File: src/rtl/fm_index_backward_search_top_assert.svh
// ---------------------------------------------------------------------------
// Assertion macros for the FM-index backward search block
// Concurrent checks that compile away when SYNTHESIS is defined.
// ---------------------------------------------------------------------------
`ifndef FM_INDEX_BACKWARD_SEARCH_TOP_ASSERT_SVH
`define FM_INDEX_BACKWARD_SEARCH_TOP_ASSERT_SVH
`ifndef SYNTHESIS
// prop must hold at every clock edge outside reset
`define FMBS_ASSERT(lbl, clk, rstn, prop) \
    lbl: assert property (@(posedge clk) disable iff (!rstn) prop) \
        else $error("fmbs: assertion failed");
// cond must never be true outside reset
`define FMBS_NEVER(lbl, clk, rstn, cond) \
    lbl: assert property (@(posedge clk) disable iff (!rstn) !(cond)) \
        else $error("fmbs: forbidden condition");
`else
`define FMBS_ASSERT(lbl, clk, rstn, prop)
`define FMBS_NEVER(lbl, clk, rstn, cond)
`endif
`endif

File: src/rtl/fmbs_pkg.sv
// ---------------------------------------------------------------------------
// fmbs_pkg
// Shared types and constants of the FM-index backward search block.
// ---------------------------------------------------------------------------
package fmbs_pkg;

    localparam int MAX_POSITIONS_DEF = 4096;

    localparam int NCLASS = 5;
    localparam int CNT_W  = 13;
    localparam int UPR_W  = 14;

    // register map, index = paddr[3:2]
    localparam logic [1:0] REG_TEXT_LENGTH = 2'd0;
    localparam logic [1:0] REG_MIN_COV     = 2'd1;
    localparam logic [1:0] REG_MAX_COV     = 2'd2;

    localparam logic [CNT_W-1:0] TEXT_LENGTH_RST = 13'd4096;
    localparam logic [CNT_W-1:0] MIN_COV_RST     = 13'd1;
    localparam logic [CNT_W-1:0] MAX_COV_RST     = 13'd4096;

    localparam logic [CNT_W-1:0] SAT13 = 13'h1FFF;
    localparam logic [7:0]       MATCH_SAT = 8'hFF;

    localparam logic ACT_LOAD   = 1'b0;
    localparam logic ACT_SEARCH = 1'b1;

    localparam logic [2:0] CLS_END   = 3'd0;
    localparam logic [2:0] NUM_CLASS = 3'd5;
    localparam logic [2:0] COMP_BASE = 3'd5;

    // front-to-back queue
    localparam int QDEPTH = 2;
    localparam int QPW    = $clog2(QDEPTH);
    localparam int QCW    = $clog2(QDEPTH + 1);

    // one occurrence row, [0] = sentinel ... [4] = t
    typedef logic [NCLASS-1:0][CNT_W-1:0] t_row;

    typedef struct packed {
        logic [CNT_W-1:0] text_length;
        logic [CNT_W-1:0] min_cov;
        logic [CNT_W-1:0] max_cov;
    } t_cfg;

    // classified word handed from front to back
    typedef struct packed {
        logic             is_load;
        logic [CNT_W-1:0] row;
        t_row             counts;
        logic [2:0]       cls;      // after complement
        logic             sym_ok;   // class within alphabet
        logic             restart;
    } t_item;

    typedef struct packed {
        logic                    in_cov;
        logic                    found;
        logic [7:0]              matched;
        logic [CNT_W-1:0]        size;
        logic signed [UPR_W-1:0] upper;
        logic [CNT_W-1:0]        lower;
    } t_result;

endpackage

File: src/rtl/fmbs_front.sv
// ---------------------------------------------------------------------------
// fmbs_front
// Accepts input words, resolves the symbol class and queues them.
// ---------------------------------------------------------------------------
`include "fm_index_backward_search_top_assert.svh"

module fmbs_front
    import fmbs_pkg::*;
(
    input  logic             i_clk,
    input  logic             i_rst_n,
    input  logic             i_valid,
    output logic             o_ready,
    input  logic             i_action,
    input  logic [CNT_W-1:0] i_row,
    input  t_row             i_counts,
    input  logic [2:0]       i_sym,
    input  logic             i_restart,
    input  logic             i_comp,
    output t_item            o_item,
    output logic             o_item_valid,
    input  logic             i_pop
);

    t_item            n_item;
    t_item            r_q [QDEPTH];
    logic [QPW-1:0]   r_wr_ptr;
    logic [QPW-1:0]   r_rd_ptr;
    logic [QCW-1:0]   r_count;
    logic             push;
    logic             pop;

    always_comb begin
        n_item.is_load = (i_action == ACT_LOAD);
        n_item.row     = i_row;
        n_item.counts  = i_counts;
        n_item.sym_ok  = (i_sym < NUM_CLASS);
        n_item.restart = i_restart;
        // complement swaps a<->t and c<->g; sentinel stays
        if (i_comp && i_sym != CLS_END && n_item.sym_ok) begin
            n_item.cls = COMP_BASE - i_sym;
        end else begin
            n_item.cls = i_sym;
        end
    end

    assign o_ready      = (r_count != QCW'(QDEPTH));
    assign push         = i_valid && o_ready;
    assign o_item_valid = (r_count != '0);
    assign pop          = i_pop && o_item_valid;
    assign o_item       = r_q[r_rd_ptr];

    always_ff @(posedge i_clk) begin
        if (push) begin
            r_q[r_wr_ptr] <= n_item;
        end
    end

    always_ff @(posedge i_clk) begin
        if (!i_rst_n) begin
            r_wr_ptr <= '0;
            r_rd_ptr <= '0;
            r_count  <= '0;
        end else begin
            if (push) begin
                r_wr_ptr <= (r_wr_ptr == QPW'(QDEPTH - 1)) ? '0 : r_wr_ptr + 1'b1;
            end
            if (pop) begin
                r_rd_ptr <= (r_rd_ptr == QPW'(QDEPTH - 1)) ? '0 : r_rd_ptr + 1'b1;
            end
            case ({push, pop})
                2'b10:   r_count <= r_count + 1'b1;
                2'b01:   r_count <= r_count - 1'b1;
                default: r_count <= r_count;
            endcase
        end
    end

    `FMBS_NEVER(a_q_overflow, i_clk, i_rst_n, r_count > QCW'(QDEPTH))

endmodule

File: config.mk
export PLATFORM = sky130hd
export DESIGN_NAME = fmbs_front
export DESIGN_NICKNAME = d
export VERILOG_FILES = /design/src/rtl/fmbs_pkg.sv /design/src/rtl/fmbs_front.sv
export VERILOG_INCLUDE_DIRS = /design/src /design/src/rtl
export SDC_FILE = /design/constraint.sdc
export NUM_CORES = 1
export LEC_CHECK = 0
export ABC_AREA = 1
export BUFFER_PORTS_ARGS = -buffer_cell sky130_fd_sc_hd__buf_4
export CAP_MARGIN = 20
export CORE_MARGIN = 2
export CORE_UTILIZATION = 50
export CTS_CLUSTER_DIAMETER = 30
export DETAILED_ROUTE_END_ITERATION = 12
export HOLD_SLACK_MARGIN = 0.02
export PLACE_DENSITY = 0.81
export SKIP_LAST_GASP = 1
export SLEW_MARGIN = 20
export SYNTH_ARGS = -nofsm -noshare
export SYNTH_HDL_FRONTEND = slang
export SYNTH_SLANG_ARGS = --single-unit
File: constraint.sdc
create_clock -name i_clk -period 5.9 [get_ports i_clk]
set_input_delay 0.885 -clock i_clk [delete_from_list [all_inputs] [get_ports i_clk]]
set_output_delay 0.885 -clock i_clk [all_outputs]
set_load 0.1 [all_outputs]
; ---- Yosys cells after proc, flatten, opt, wreduce, memory -nomap -nowiden
; Memories as Yosys holds them, arrays and structs flattened. A register that Yosys moved wholly into a read port is not among the register bits.
; Index checks and enable logic that the tools add are counted.
[word_totals]
register_bits = 4
ram_bits = 168
inputBits = 88
output_inout_bits = 86
wordCells = 29
mem_count = 1
[mem_list]
columns = memory, depth, word_bits, read_ports, rd_ports_with_merged_regs, write_ports, line_no
row1 = r_q, 2, 84, 1, 1, 1, fmbs_front.sv:26  ; t_item r_q [QDEPTH];
[classes]
addsub = 5
order_cmp = 1
eq_ne = 3
mux = 8
bitwise_logic = 1
reduce_logical = 7
[ops]
columns = cell, count
row1 = $mux W1, 6
row2 = $logic_and A1 B1 Y1, 4
row3 = $pmux W2 S2, 1
row4 = $reduce_bool A2 Y1, 2
row5 = $lt A3 B3 Y1 const B, 1
row6 = $mux W3, 1
row7 = $reduce_bool A3 Y1, 1
row8 = $sub A3 B3 Y3 const A, 1
row9 = $add A1 B1 Y1 const B, 2
row10 = $add A2 B1 Y2 const B, 1
row11 = $eq A2 B1 Y1 const B, 1
row12 = $eq A2 B2 Y1 const B, 1
row13 = $ne A2 B2 Y1 const B, 1
row14 = $sub A2 B1 Y2 const B, 1
row15 = $not A1 Y1, 1

; ---- Logic depth before layout (Yosys ltp)
[logic_depth]
word_depth = 4
ltp_mapped = 9
mapped_depth_nobuf = 9

; ---- Worst setup path after synthesis
; No wires, ideal clock.
[synth_timing]
path_type = flip-flop to flip-flop
start = reg r_count[0]
end = mem r_q[1][0] in the netlist's numbering (enable)
setup_ns = 0.529
arrival_time_ns = 4.936
required_time_ns = 5.371
setup_slack_ns = 0.435
stages_incl_launch_ff = 5
period_less_slack_ns = 5.465
cell_sequence = dfxtp_1 > inv_1 > nand2_1 > nand2_1 > nor2_1
[synth_via]
elab_chain_cells = 4
[synth_rtl]
columns = element, line_no
row1 = from (decl), fmbs_front.sv:29  ; logic [QCW-1:0] r_count;
row2 = from (signal assigned), fmbs_front.sv:72  ; 2'b10: r_count <= r_count + 1'b1;
row3 = from (signal assigned), fmbs_front.sv:73  ; 2'b01: r_count <= r_count - 1'b1;
row4 = from (signal assigned), fmbs_front.sv:74  ; default: r_count <= r_count;
row5 = $ne A2 B2 Y1, fmbs_front.sv:47  ; assign o_ready = (r_count != QCW'(QDEPTH));
row6 = named net o_ready, fmbs_front.sv:13  ; output logic o_ready,
row7 = $logic_and A1 B1 Y1, fmbs_front.sv:48  ; assign push = i_valid && o_ready;
row8 = $mux W1, fmbs_front.sv:54  ; if (push) begin
row9 = $mux W1 (implied by the code), fmbs_front.sv:55  ; r_q[r_wr_ptr] <= n_item;
row10 = to (decl), fmbs_front.sv:26
; The timed path passes the listed nets, and every way through them passes these cells.

==> results.tsv <==
stage	metric	value	unit
place	post-place-ws	2.79	ns
power	vdd_drop_max	0.335	mV
layout	design_area	0.00867	mm²
power	p_sw_frac	0.404	
global_route	track_usage	0.165	
detailed_routing	post_drt_via_cell_ratio	4.90	
critical_path	cp.arrival	2.62	ns
floorplan	coreArea	0.0131	mm²
logic_synthesis	yosys-top-cells-area	edfxtp_1, mux2_4, mux2_2	
logic_synthesis	synth_edf_count	168	
clock_tree	clock-sinks	173	
logic_synthesis	yosys_warnings	0	
critical_path	path_class	reg2out	
floorplan	die_x	119	µm
clock_tree	clk_pin_slew	0.06	ns
logic_synthesis	synth_area	0.00663	mm²
detailed_routing	initialDrtViolationCount	168	
logic_synthesis	synth_cell_types	17	
logic_synthesis	syn_nets	404	
layout	area_growth	30.9	%
place	place_hpwl	7.60	mm
global_route	grt_pass1_vias	3465	
logic_synthesis	avgSynthCellArea	21.1	µm²
power	p_leak	3.40	nW
global_route	grt_max_degree	80	
timing	worst_pin_slew	1.07	ns
layout	nets	590	
global_route	overflow	0	
critical_path	required	5.02	ns
timing	period_share	0.594	
clock_tree	root_buffer	clkbuf_16	
clock_tree	hold_buffers	0	
clock_tree	htree_levels	4	
layout	drive_gt1_frac	0.579	
timing	tns	0	ns
power	power.clock.fraction	0.250	
power	p_per_area	492	mW/mm²
clock_tree	cts_resized	0	
logic_synthesis	syn-instance-count	314	
timing	clock.fmax	286	MHz
timing	max_slew_margin	0.287	
critical_path	critPathCaptureType	output port	
power	pwr-share-seq	0.372	
detailed_routing	route.detailed.drc	0	
worst_hold_path	hold_path.class	reg2reg	
logic_synthesis	synth_area_leader_cell	edfxtp_1	
detailed_routing	detail-route-antenna-nets	0	
logic_synthesis	synth_common_cells	edfxtp_1, mux2_4, mux2_2	
critical_path	worst_setup_path_start_kind	flip-flop	
run_status	status	finished, final reports clean	
place	placed_cell_area	0.00810	mm²
power	p_sw	0.00172	W
timing	layout_setup_ws	2.40	ns
detailed_routing	wl_per_cell	16.8	µm
logic_synthesis	ys_seq_elements	173	
clock_tree	numCtsBuffers	17	
logic_synthesis	yosysSeqAreaShare	0.776	
timing	final.min_clock_period	3.50	ns
power	p_comb_frac	0.378	
layout	antennaDiodeCount	0	
floorplan	dieArea	0.0142	mm²
timing	fin_skew	0.00914	ns
critical_path	worstPathMaxFanout	57	
timing	setup_violations	0	
detailed_routing	vias	3374	
clock_tree	clockBufferDepth	2	
logic_synthesis	synth_ff_type	edfxtp_1	
detailed_routing	finalWirelength	11.5	mm
logic_synthesis	synth_top_area_frac	0.761	
detailed_routing	first_pass_iters	5	
floorplan	start_util	0.506	
layout	nFillCells	884	
clock_tree	post-cts-setup-buffers	0	
place	io_buffers	173	
global_route	grt_antenna_before_repair	0	
timing	hold_viol	0	
logic_synthesis	synth_most_common_cell	edfxtp_1	
clock_tree	insertion_delay	0.42	ns
floorplan	num_rows	42	
place	gp_congestion	0.735	
floorplan	io_pins	174	
floorplan	die_h	119	µm
power	intPower	0.00254	W
logic_synthesis	async_flop_share	0	
job	maxCapViolCount	0	
global_route	grt_pass1_wl	17.5	mm
timing	maxSlewViolCount	0	
clock_tree	cts_tree	yes	
timing	rsz0062_at_grt	no	
-- cell families (layout without fill, tap and decap cells) --
group / count (synthesis) / in the layout / synth area share
AND/OR/NAND/NOR: 33 / 33 / 0.0206
flip-flops: 173 / 173 / 0.776
adder cells (fa/ha/maj): 2 / 2 / 0.00378
AO/OA/AOI/OAI: 4 / 4 / 0.00396
buffers and inverters: 18 / 217 / 0.0185
multiplexers: 84 / 84 / 0.177
-- power groups by stage --
stage                     Sequential, W  Combinational, W  Clock, W
after floorplan                 0.00157           0.00138         0
after global placement          0.00160           0.00161         0
after detailed placement        0.00161           0.00162         0
after CTS                       0.00159           0.00162   0.00109
after global routing            0.00160           0.00166   0.00113
final                           0.00159           0.00161   0.00106
-- per-stage QoR --
| stage | cells | hold WS, ns | power [W] | util |
|---|---|---|---|---|
| after detailed placement | 657 | 0.511 | 0.00324 | 0.619 |
| final | 689 | 0.528 | 0.00426 | 0.663 |
| after CTS | 689 | 0.537 | 0.00430 | 0.663 |
| after global placement | 657 | 0.489 | 0.00321 | 0.619 |
| after global routing | 689 | 0.564 | 0.00439 | 0.663 |
| after floorplan | 314 | 0.466 | 0.00295 | - |
-- layout make-up --
type	count	area, µm²	share of cell area
clock inverter	15	148	0.0170
inverter	9	33.8	0.00390
clock buffer	17	425	0.0491
multi-input combinational	123	1370	0.158
sequential	173	5150	0.594
timing repair buffer	176	1320	0.152
tap	176	220	0.0254
-- sequential cells by signal, summed over array words and instances, names as in the netlist, named ones only --
register  count
r_rd_ptr      1
r_wr_ptr      1
r_q         168
r_count       2
-- final timing paths --
path              slack [ns]    endpoint  cells after the start       start
setup / recovery        2.40  o_item[66]                      3   flip-flop
hold / removal          0.53   flip-flop                      2    r_rd_ptr
setup reg to reg        3.50  r_q[1][32]                      5  r_count[0]
hold reg to reg         0.53   flip-flop                      2    r_rd_ptr
-- cells in the final DEF, fill, tap and decap left out, drive strengths merged, types with 2 or more instances in the layout --
master      n
buf       176
bufinv      2
clkbuf     17
clkinv      8
clkinvlp    3
dfxtp       5
edfxtp    168
ha          2
inv        11
mux2       84
nand2      16
nand3       2
nand4       3
nor2       11
-- routing by layer --
metal | routed length [µm] | GRT usage | part of all wire
met1 | 4650 | 0.200 | 0.40
met2 | 5770 | 0.267 | 0.50
met3 | 913 | 0.0613 | 0.079
met4 | 205 | 0.0714 | 0.018
met5 | 0 | 0 | 0
-- critical path, cell delays in order (launching register included) --
cell and delay [ns]:
dfxtp_4 0.96, buf_4 0.58, mux2_2 0.40, buf_4 0.23
(Power assumes the default switching activity.)
